--- config.mk ---
export PLATFORM = sky130hd
export DESIGN_NAME = cfc_divider
export DESIGN_NICKNAME = d
export VERILOG_FILES = /design/src/rtl/cfc_pkg.sv /design/src/rtl/cfc_divider.sv
export SDC_FILE = /design/constraint.sdc
export NUM_CORES = 1
export LEC_CHECK = 0
export ABC_AREA = 1
export BUFFER_PORTS_ARGS = -buffer_cell sky130_fd_sc_hd__buf_2
export CAP_MARGIN = 20
export CORE_ASPECT_RATIO = 0.8
export CORE_MARGIN = 3
export CORE_UTILIZATION = 30
export DETAILED_ROUTE_END_ITERATION = 10
export GPL_TIMING_DRIVEN = 0
export PLACE_DENSITY_LB_ADDON = 0.3
export SLEW_MARGIN = 30
export SYNTH_ARGS = -nofsm -noshare
export SYNTH_HDL_FRONTEND = slang
export SYNTH_SLANG_ARGS = --single-unit
--- constraint.sdc ---
create_clock -name clock -period 2.77 [get_ports clock]
set_input_delay 0.4155 -clock clock [delete_from_list [all_inputs] [get_ports clock]]
set_output_delay 0.4155 -clock clock [all_outputs]
set_load 0.02 [all_outputs]
--- src/rtl/cfc_pkg.sv ---
// Shared types and constants for the continued-fraction convergent block.
// No dependencies.
`default_nettype none
package cfc_pkg;
   localparam int DataWidth = 64;
   localparam int MagWidth  = DataWidth - 1;
   localparam int TermLimit = 64;
   localparam int CountWidth = 7;

   localparam logic [1:0] CSR_MAX_NUM   = 2'd0;
   localparam logic [1:0] CSR_MAX_DEN   = 2'd1;
   localparam logic [1:0] CSR_MAX_TERMS = 2'd2;

   typedef struct packed {
      logic signed [63:0] numerator;
      logic [62:0]        denominator;
   } req_payload_type;

   typedef struct packed {
      logic signed [63:0] conv_num;
      logic [62:0]        conv_den;
      logic signed [63:0] term;
      logic [62:0]        gcd_value;
      logic               last;
      logic               complete;
   } rsp_payload_type;

   typedef struct packed {
      logic [1:0]  index;
      logic [63:0] data;
   } csr_payload_type;
endpackage
`default_nettype wire

--- src/rtl/cfc_divider.sv ---
// Restoring bit-serial divider for 64-bit magnitudes, one quotient bit per cycle.
// Depends on cfc_pkg.
`default_nettype none
module cfc_divider (
   input  wire logic        clock,
   input  wire logic        reset,
   input  wire logic        start,
   input  wire logic [63:0] dividend,
   input  wire logic [63:0] divisor,
   output logic             done,
   output logic [63:0]      quotient,
   output logic [63:0]      remainder
);
   import cfc_pkg::*;
   logic [63:0] quo_ff, quo_in, rem_ff, rem_in;
   logic [63:0] dvs_ff, dvs_in;
   logic [6:0]  cnt_ff, cnt_in;
   logic        busy_ff, busy_in, done_ff, done_in;
   logic [64:0] trial;

   always_comb begin
      quo_in = quo_ff; rem_in = rem_ff; dvs_in = dvs_ff;
      cnt_in = cnt_ff; busy_in = busy_ff; done_in = 1'b0;
      trial = {rem_ff, quo_ff[63]} - {1'b0, dvs_ff};
      if (start) begin
         quo_in = dividend; rem_in = '0; dvs_in = divisor;
         cnt_in = 7'd64; busy_in = 1'b1;
      end else if (busy_ff) begin
         if (!trial[64]) begin
            rem_in = trial[63:0];
            quo_in = {quo_ff[62:0], 1'b1};
         end else begin
            rem_in = {rem_ff[62:0], quo_ff[63]};
            quo_in = {quo_ff[62:0], 1'b0};
         end
         cnt_in = cnt_ff - 7'd1;
         if (cnt_ff == 7'd1) begin
            busy_in = 1'b0; done_in = 1'b1;
         end
      end
   end

   always_ff @(posedge clock) begin
      quo_ff <= quo_in; rem_ff <= rem_in; dvs_ff <= dvs_in; cnt_ff <= cnt_in;
      if (reset) begin
         busy_ff <= 1'b0; done_ff <= 1'b0;
      end else begin
         busy_ff <= busy_in; done_ff <= done_in;
      end
   end

   assign done = done_ff;
   assign quotient = quo_ff;
   assign remainder = rem_ff;
endmodule
`default_nettype wire
# After elaboration in Yosys (flattened, before gate mapping)

Cells that the tools add are included.

Register bits: 201

$add $sub $neg: 2
Eq/ne operators: 1
Multiplexer cells: 8
Bitwise operators: 1
Reduce and logical (&&, ||, !) cells: 2

Operators by type and width:

| kind                                                                | number |
|---|---|
| 64-bit two-way mux                                                  | 3 |
| 65-bit by 64-bit subtractor with 65-bit output                      | 1 |
| 7-bit by 1-bit == test with 1-bit output (second input constant)    | 1 |
| 7-bit by 1-bit subtractor with 7-bit output (second input constant) | 1 |
| 1-bit two-way mux                                                   | 5 |
| 3-bit OR reduction                                                  | 1 |
| 2-bit nonzero test                                                  | 1 |
| 1-bit inverter                                                      | 1 |

# Depth between registers and ports, before layout

Depth in word-level cells: 4
Depth in mapped cells: 21

# Worst setup path before layout

No wires, ideal clock.

Kind: reg2reg
Start: register quo_ff[63], in the netlist quotient[63]
End: register quo_ff[0], in the netlist quotient[0] (data pin)
Setup time: 0.269 ns
Arrival: 2.348 ns
Data required time: 2.501 ns
Slack: 0.153 ns
Cell stages (with the launch flop): 20
Path buffers: 2
Clock period less this slack: 2.617 ns
Cells stage by stage: edfxtp_1 > inv_1 > ha_1 > fa_1 > inv_1 > nand2_1 > nand2_1 > nand3_1 > nand2_2 > nand2_1 > nand2_2 > nand2_1 > nand2_2 > nand2_4 > nand2_4 > nand2_1 > nand2_2 > buf_6 > buf_6 > o21ai_0

Word-level cells in the longest chain between the ends: 4

Ends and longest elaborated chain:

| item                                           | line              | text |
|---|---|---|
| start: declaration                             | cfc_divider.sv:15 | `logic [63:0] quo_ff, quo_in, rem_ff, rem_in;` |
| start signal: assignment                       | cfc_divider.sv:44 | `quo_ff <= quo_in; rem_ff <= rem_in; dvs_ff <= dvs_in; cnt_ff <= cnt_in;` |
| 65-bit by 64-bit subtractor with 65-bit output | cfc_divider.sv:24 | `trial = {rem_ff, quo_ff[63]} - {1'b0, dvs_ff};` |
| 1-bit two-way mux                              | cfc_divider.sv:29 | `if (!trial[64]) begin` |
| 64-bit two-way mux                             | cfc_divider.sv:28 | `end else if (busy_ff) begin` |
| 64-bit two-way mux                             | cfc_divider.sv:25 | `if (start) begin` |
| via quo_in[0]                                  | cfc_divider.sv:15 |  |

The timed path passes the listed nets, and every way through them passes these cells. The select of a mux whose other input is x is not followed.
A chain may end at the register's enable or synchronous reset.

# Worst setup path after layout

Start: register quo_ff[63], in the netlist quotient[63]
End: register rem_ff[62], in the netlist remainder[62]

Word-level cells in the longest chain between the ends: 2

Ends and longest elaborated chain:

| item                                           | line |
|---|---|
| 65-bit by 64-bit subtractor with 65-bit output | cfc_divider.sv:24 |
| 64-bit two-way mux                             | cfc_divider.sv:29 |
| end signal: assignment                         | cfc_divider.sv:44 |
| end: declaration                               | cfc_divider.sv:15 |

No other way between the ends.

==> results.sh <==
export IMPL_post_layout_nonfiller_instances=3259
export IMPL_die_y_um=202
export IMPL_synth_async_sr_flop_share_pct=0
export IMPL_power_density_mw_per_mm2=430
export IMPL_viasPerCell=4.36
export IMPL_number_of_enable_flip_flop_cells_after_synthesis=128
export IMPL_final_period_minus_worst_setup_slack_ns=2.72
export IMPL_timing_hold_worst_class="in2reg"
export IMPL_postSynthRegisterBits=201
export IMPL_num_rows=71
export IMPL_max_clock_path_buffers=3
export IMPL_initialDrtViolationCount=894
export IMPL_fp_dieW_um=252
export IMPL_grt_pass1_vias=13400
export IMPL_most_common_layout_cells="1066 x sky130_fd_sc_hd__nand2_1, 502 x sky130_fd_sc_hd__inv_1, 261 x sky130_fd_sc_hd__buf_2"
export IMPL_area_delta_synth_final_pct=24.5
export IMPL_cts_htree_levels=1
export IMPL_tritoncts_sink_count=201
export IMPL_global_route_total_overflow=0
export IMPL_critical_path_top_delay_family="simple AND/OR/NAND/NOR gates"
export IMPL_ys_warnings_count=0
export IMPL_slew_at_the_pin_closest_to_its_max_slew_limit_ns=0.563
export IMPL_timing_final_setup_violations=0
export IMPL_hold_viol_final=0
export IMPL_post_route_drc_count=0
export IMPL_mappedNetlistNets=2497
export IMPL_ant_nets=0
export IMPL_cts_made_buffers=23
export IMPL_number_of_vias_after_detailed_routing=14200
export IMPL_cp_num_buf_inv=5
export IMPL_dpl_hpwl_um=40700
export IMPL_yosys_top_cells_area="sky130_fd_sc_hd__nand2_1 28%, sky130_fd_sc_hd__edfxtp_1 27%, sky130_fd_sc_hd__inv_1 13%"
export IMPL_core_area_mm2=0.0473
export IMPL_crit_fanout=6
export IMPL_status="complete, no violations"
export IMPL_routed_wirelength_um=49600
export IMPL_max_cap_viol_count=0
export IMPL_synth_lib_cells_used_distinct=32
export IMPL_dp_cells=3180
export IMPL_grt_max_degree=44
export IMPL_finish_net_count=2819
export IMPL_insertion_delay_ns=0.56
export IMPL_layout_drive_gt1_share_pct=15.5
export IMPL_synthDominantAreaCellType="sky130_fd_sc_hd__nand2_1"
export IMPL_slowest_delay_ns=0.39
export IMPL_sequential_area_share_after_synthesis_pct=36.7
export IMPL_power_leakage_nw=10.3
export IMPL_routabilityCongestion=0.902
export IMPL_cp_required_ns=3.20
export IMPL_worst_ir_drop_vdd_mv=0.375
export IMPL_worst_endpoint_arrival_ns=3.15
export IMPL_boundaryPins=260
export IMPL_grt_pass1_wl_um=76000
export IMPL_synth_top_cell_area_share_pct=28.2
export IMPL_start_util_pct=30.6
export IMPL_rsz0062_at_grt="true"
export IMPL_worst_clock_skew_ns=0.0196
export IMPL_syn_cell_area_mm2=0.0145
export IMPL_clock_tree_from_tritoncts="yes"
export IMPL_worst_hold_slack_ns=0.0368
export IMPL_clkTransAtPathRegs_ns=0.06
export IMPL_gr_usage_all_layers_pct=19.1
export IMPL_timing_critical_path_cells="inv_2, ha_4, fa_2, inv_2, nand2_1, nand2_1, nand3_2, nand2_2, nand2_2, nand2_4, nand2_4, nand2_4, nand2_8, nand3_1, nand2_2, buf_12, buf_12, buf_4, nor2_1, o21ai_0"
export IMPL_timing_slew_headroom_pct=62.5
export IMPL_dieArea_mm2=0.0509
export IMPL_antenna_found_initial=3
export IMPL_sort_of_element_at_the_end_of_the_critical_path="flop"
export IMPL_drtPass1Iterations=5
export IMPL_start_kind="flop"
export IMPL_cells_after_synth=2299
export IMPL_wirelength_per_cell_um=15.2
export IMPL_maxSlewViolCount=0
export IMPL_cts_root_buf="sky130_fd_sc_hd__clkbuf_16"
export IMPL_mostFrequentLayoutCell="sky130_fd_sc_hd__nand2_1"
export IMPL_highest_delay_cell_along_the_critical_path="sky130_fd_sc_hd__edfxtp_1"
export IMPL_syn_mean_instance_area_um2=6.29
export IMPL_criticalPathCategory="reg2reg"
export IMPL_portBuffers=259
export IMPL_fmax_mhz=368
export IMPL_finalCritPeriodShare_pct=98.1
export IMPL_synth_main_ff_cell="sky130_fd_sc_hd__edfxtp_1"
==> sequential cells by signal (all words and copies together), names as in the netlist <==
signal	count
busy_ff	1
dvs_ff	64
done	1
quotient	64
remainder	64
cnt_ff	7
==> final timing paths <==
| check | slack, ns | start | end | depth (start not counted) |
|---|---|---|---|---|
| setup / recovery | 0.05 | quotient[63] | remainder[62] | 20 |
| hold / removal | 0.04 | divisor[22] | dvs_ff[22] | 1 |
| setup reg to reg | 0.05 | quotient[63] | remainder[62] | 20 |
| hold reg to reg | 0.48 | cnt_ff[6] | cnt_ff[6] | 2 |
==> layout make-up <==
class                      count  area, µm²
inverter                     508       1910
multi-input combinational   1547       7260
tap                          620        776
clock inverter                13        135
fill                        5185      29300
timing repair buffer         298       1730
buffer                        42        282
antenna                        1       2.50
sequential                   201       5310
clock buffer                  29        618
==> worst register-to-register path, cell delays in order (launching register included) <==
cell,delay [ns]
sky130_fd_sc_hd__edfxtp_1,0.39
sky130_fd_sc_hd__inv_2,0.07
sky130_fd_sc_hd__ha_4,0.16
sky130_fd_sc_hd__fa_2,0.36
sky130_fd_sc_hd__inv_2,0.08
sky130_fd_sc_hd__nand2_1,0.05
sky130_fd_sc_hd__nand2_1,0.08
sky130_fd_sc_hd__nand3_2,0.08
sky130_fd_sc_hd__nand2_2,0.11
sky130_fd_sc_hd__nand2_2,0.08
sky130_fd_sc_hd__nand2_4,0.09
sky130_fd_sc_hd__nand2_4,0.06
sky130_fd_sc_hd__nand2_4,0.10
sky130_fd_sc_hd__nand2_8,0.08
sky130_fd_sc_hd__nand3_1,0.10
sky130_fd_sc_hd__nand2_2,0.08
sky130_fd_sc_hd__buf_12,0.15
sky130_fd_sc_hd__buf_12,0.15
sky130_fd_sc_hd__buf_4,0.14
sky130_fd_sc_hd__nor2_1,0.12
sky130_fd_sc_hd__o21ai_0,0.10
==> routing by layer <==
metal | GRT usage [%] | vias to the layer above | routed length, µm
met5 | 0 | - | 21
met4 | 3.21 | 4 | 831
li1 | - | 7502 | -
met1 | 27.6 | 6285 | 24700
met3 | 4.19 | 45 | 3340
met2 | 29.5 | 360 | 20700
==> logic make-up after synthesis <==
kind of cell | count (synthesis) | synth area share [%]
fa+ha+maj | 67 | 5.85
flops | 201 | 36.7
compound gates | 69 | 2.44
simple gates | 1379 | 38.3
xor+xnor | 32 | 1.94
buf+inv | 551 | 14.9
==> where the power goes <==
part | internal [W] | leakage (nW) | switching [W] | total (W)
clock | 0.00178 | 0.367 | 0.00133 | 0.00311
combinational | 0.000391 | 8.06 | 0.000739 | 0.00113
sequential | 0.00341 | 1.87 | 0.0000918 | 0.00350
==> synth_stat cells (11+ instances only) <==
| master | number |
|---|---|
| sky130_fd_sc_hd__ha_1 | 66 |
| sky130_fd_sc_hd__nand2_1 | 1088 |
| sky130_fd_sc_hd__nand3_1 | 126 |
| sky130_fd_sc_hd__edfxtp_1 | 128 |
| sky130_fd_sc_hd__nor3_1 | 13 |
| sky130_fd_sc_hd__o21ai_0 | 16 |
| sky130_fd_sc_hd__xnor2_1 | 25 |
| sky130_fd_sc_hd__nor2_1 | 107 |
| sky130_fd_sc_hd__a21oi_1 | 50 |
| sky130_fd_sc_hd__nand2_2 | 11 |
| sky130_fd_sc_hd__clkbuf_1 | 27 |
| sky130_fd_sc_hd__dfxtp_1 | 73 |
| sky130_fd_sc_hd__inv_1 | 505 |
==> metrics by stage <==
step / utilization [%] / setup TNS [ns] / cell area [µm²] / power (W) / setup WS [ns]
finish: 38.1 / 0 / 18000 / 0.00774 / 0.0520
floorplan: - / 0 / 14500 / 0.00421 / 0.153
CTS: 37.6 / 0 / 17800 / 0.00784 / 0.00154
global placement: 34.9 / -228.26 / 16500 / 0.00463 / -2.49
detailed placement: 35.0 / -27.38 / 16600 / 0.00465 / -0.495
global route: 38.1 / -0.775 / 18000 / 0.00813 / -0.0551
==> timing repair <==
action | 4_1_cts | 5_1_grt
hold endpoints to repair | 22 | 0
gates resized for setup | 28 | 57
setup endpoints to repair | 65 | 65
gates cloned | 2 | 0
pin swaps | 5 | 26
buffers inserted | 11 | 2
hold buffers | 22 | 0
Power figures use the tool's default switching activity.
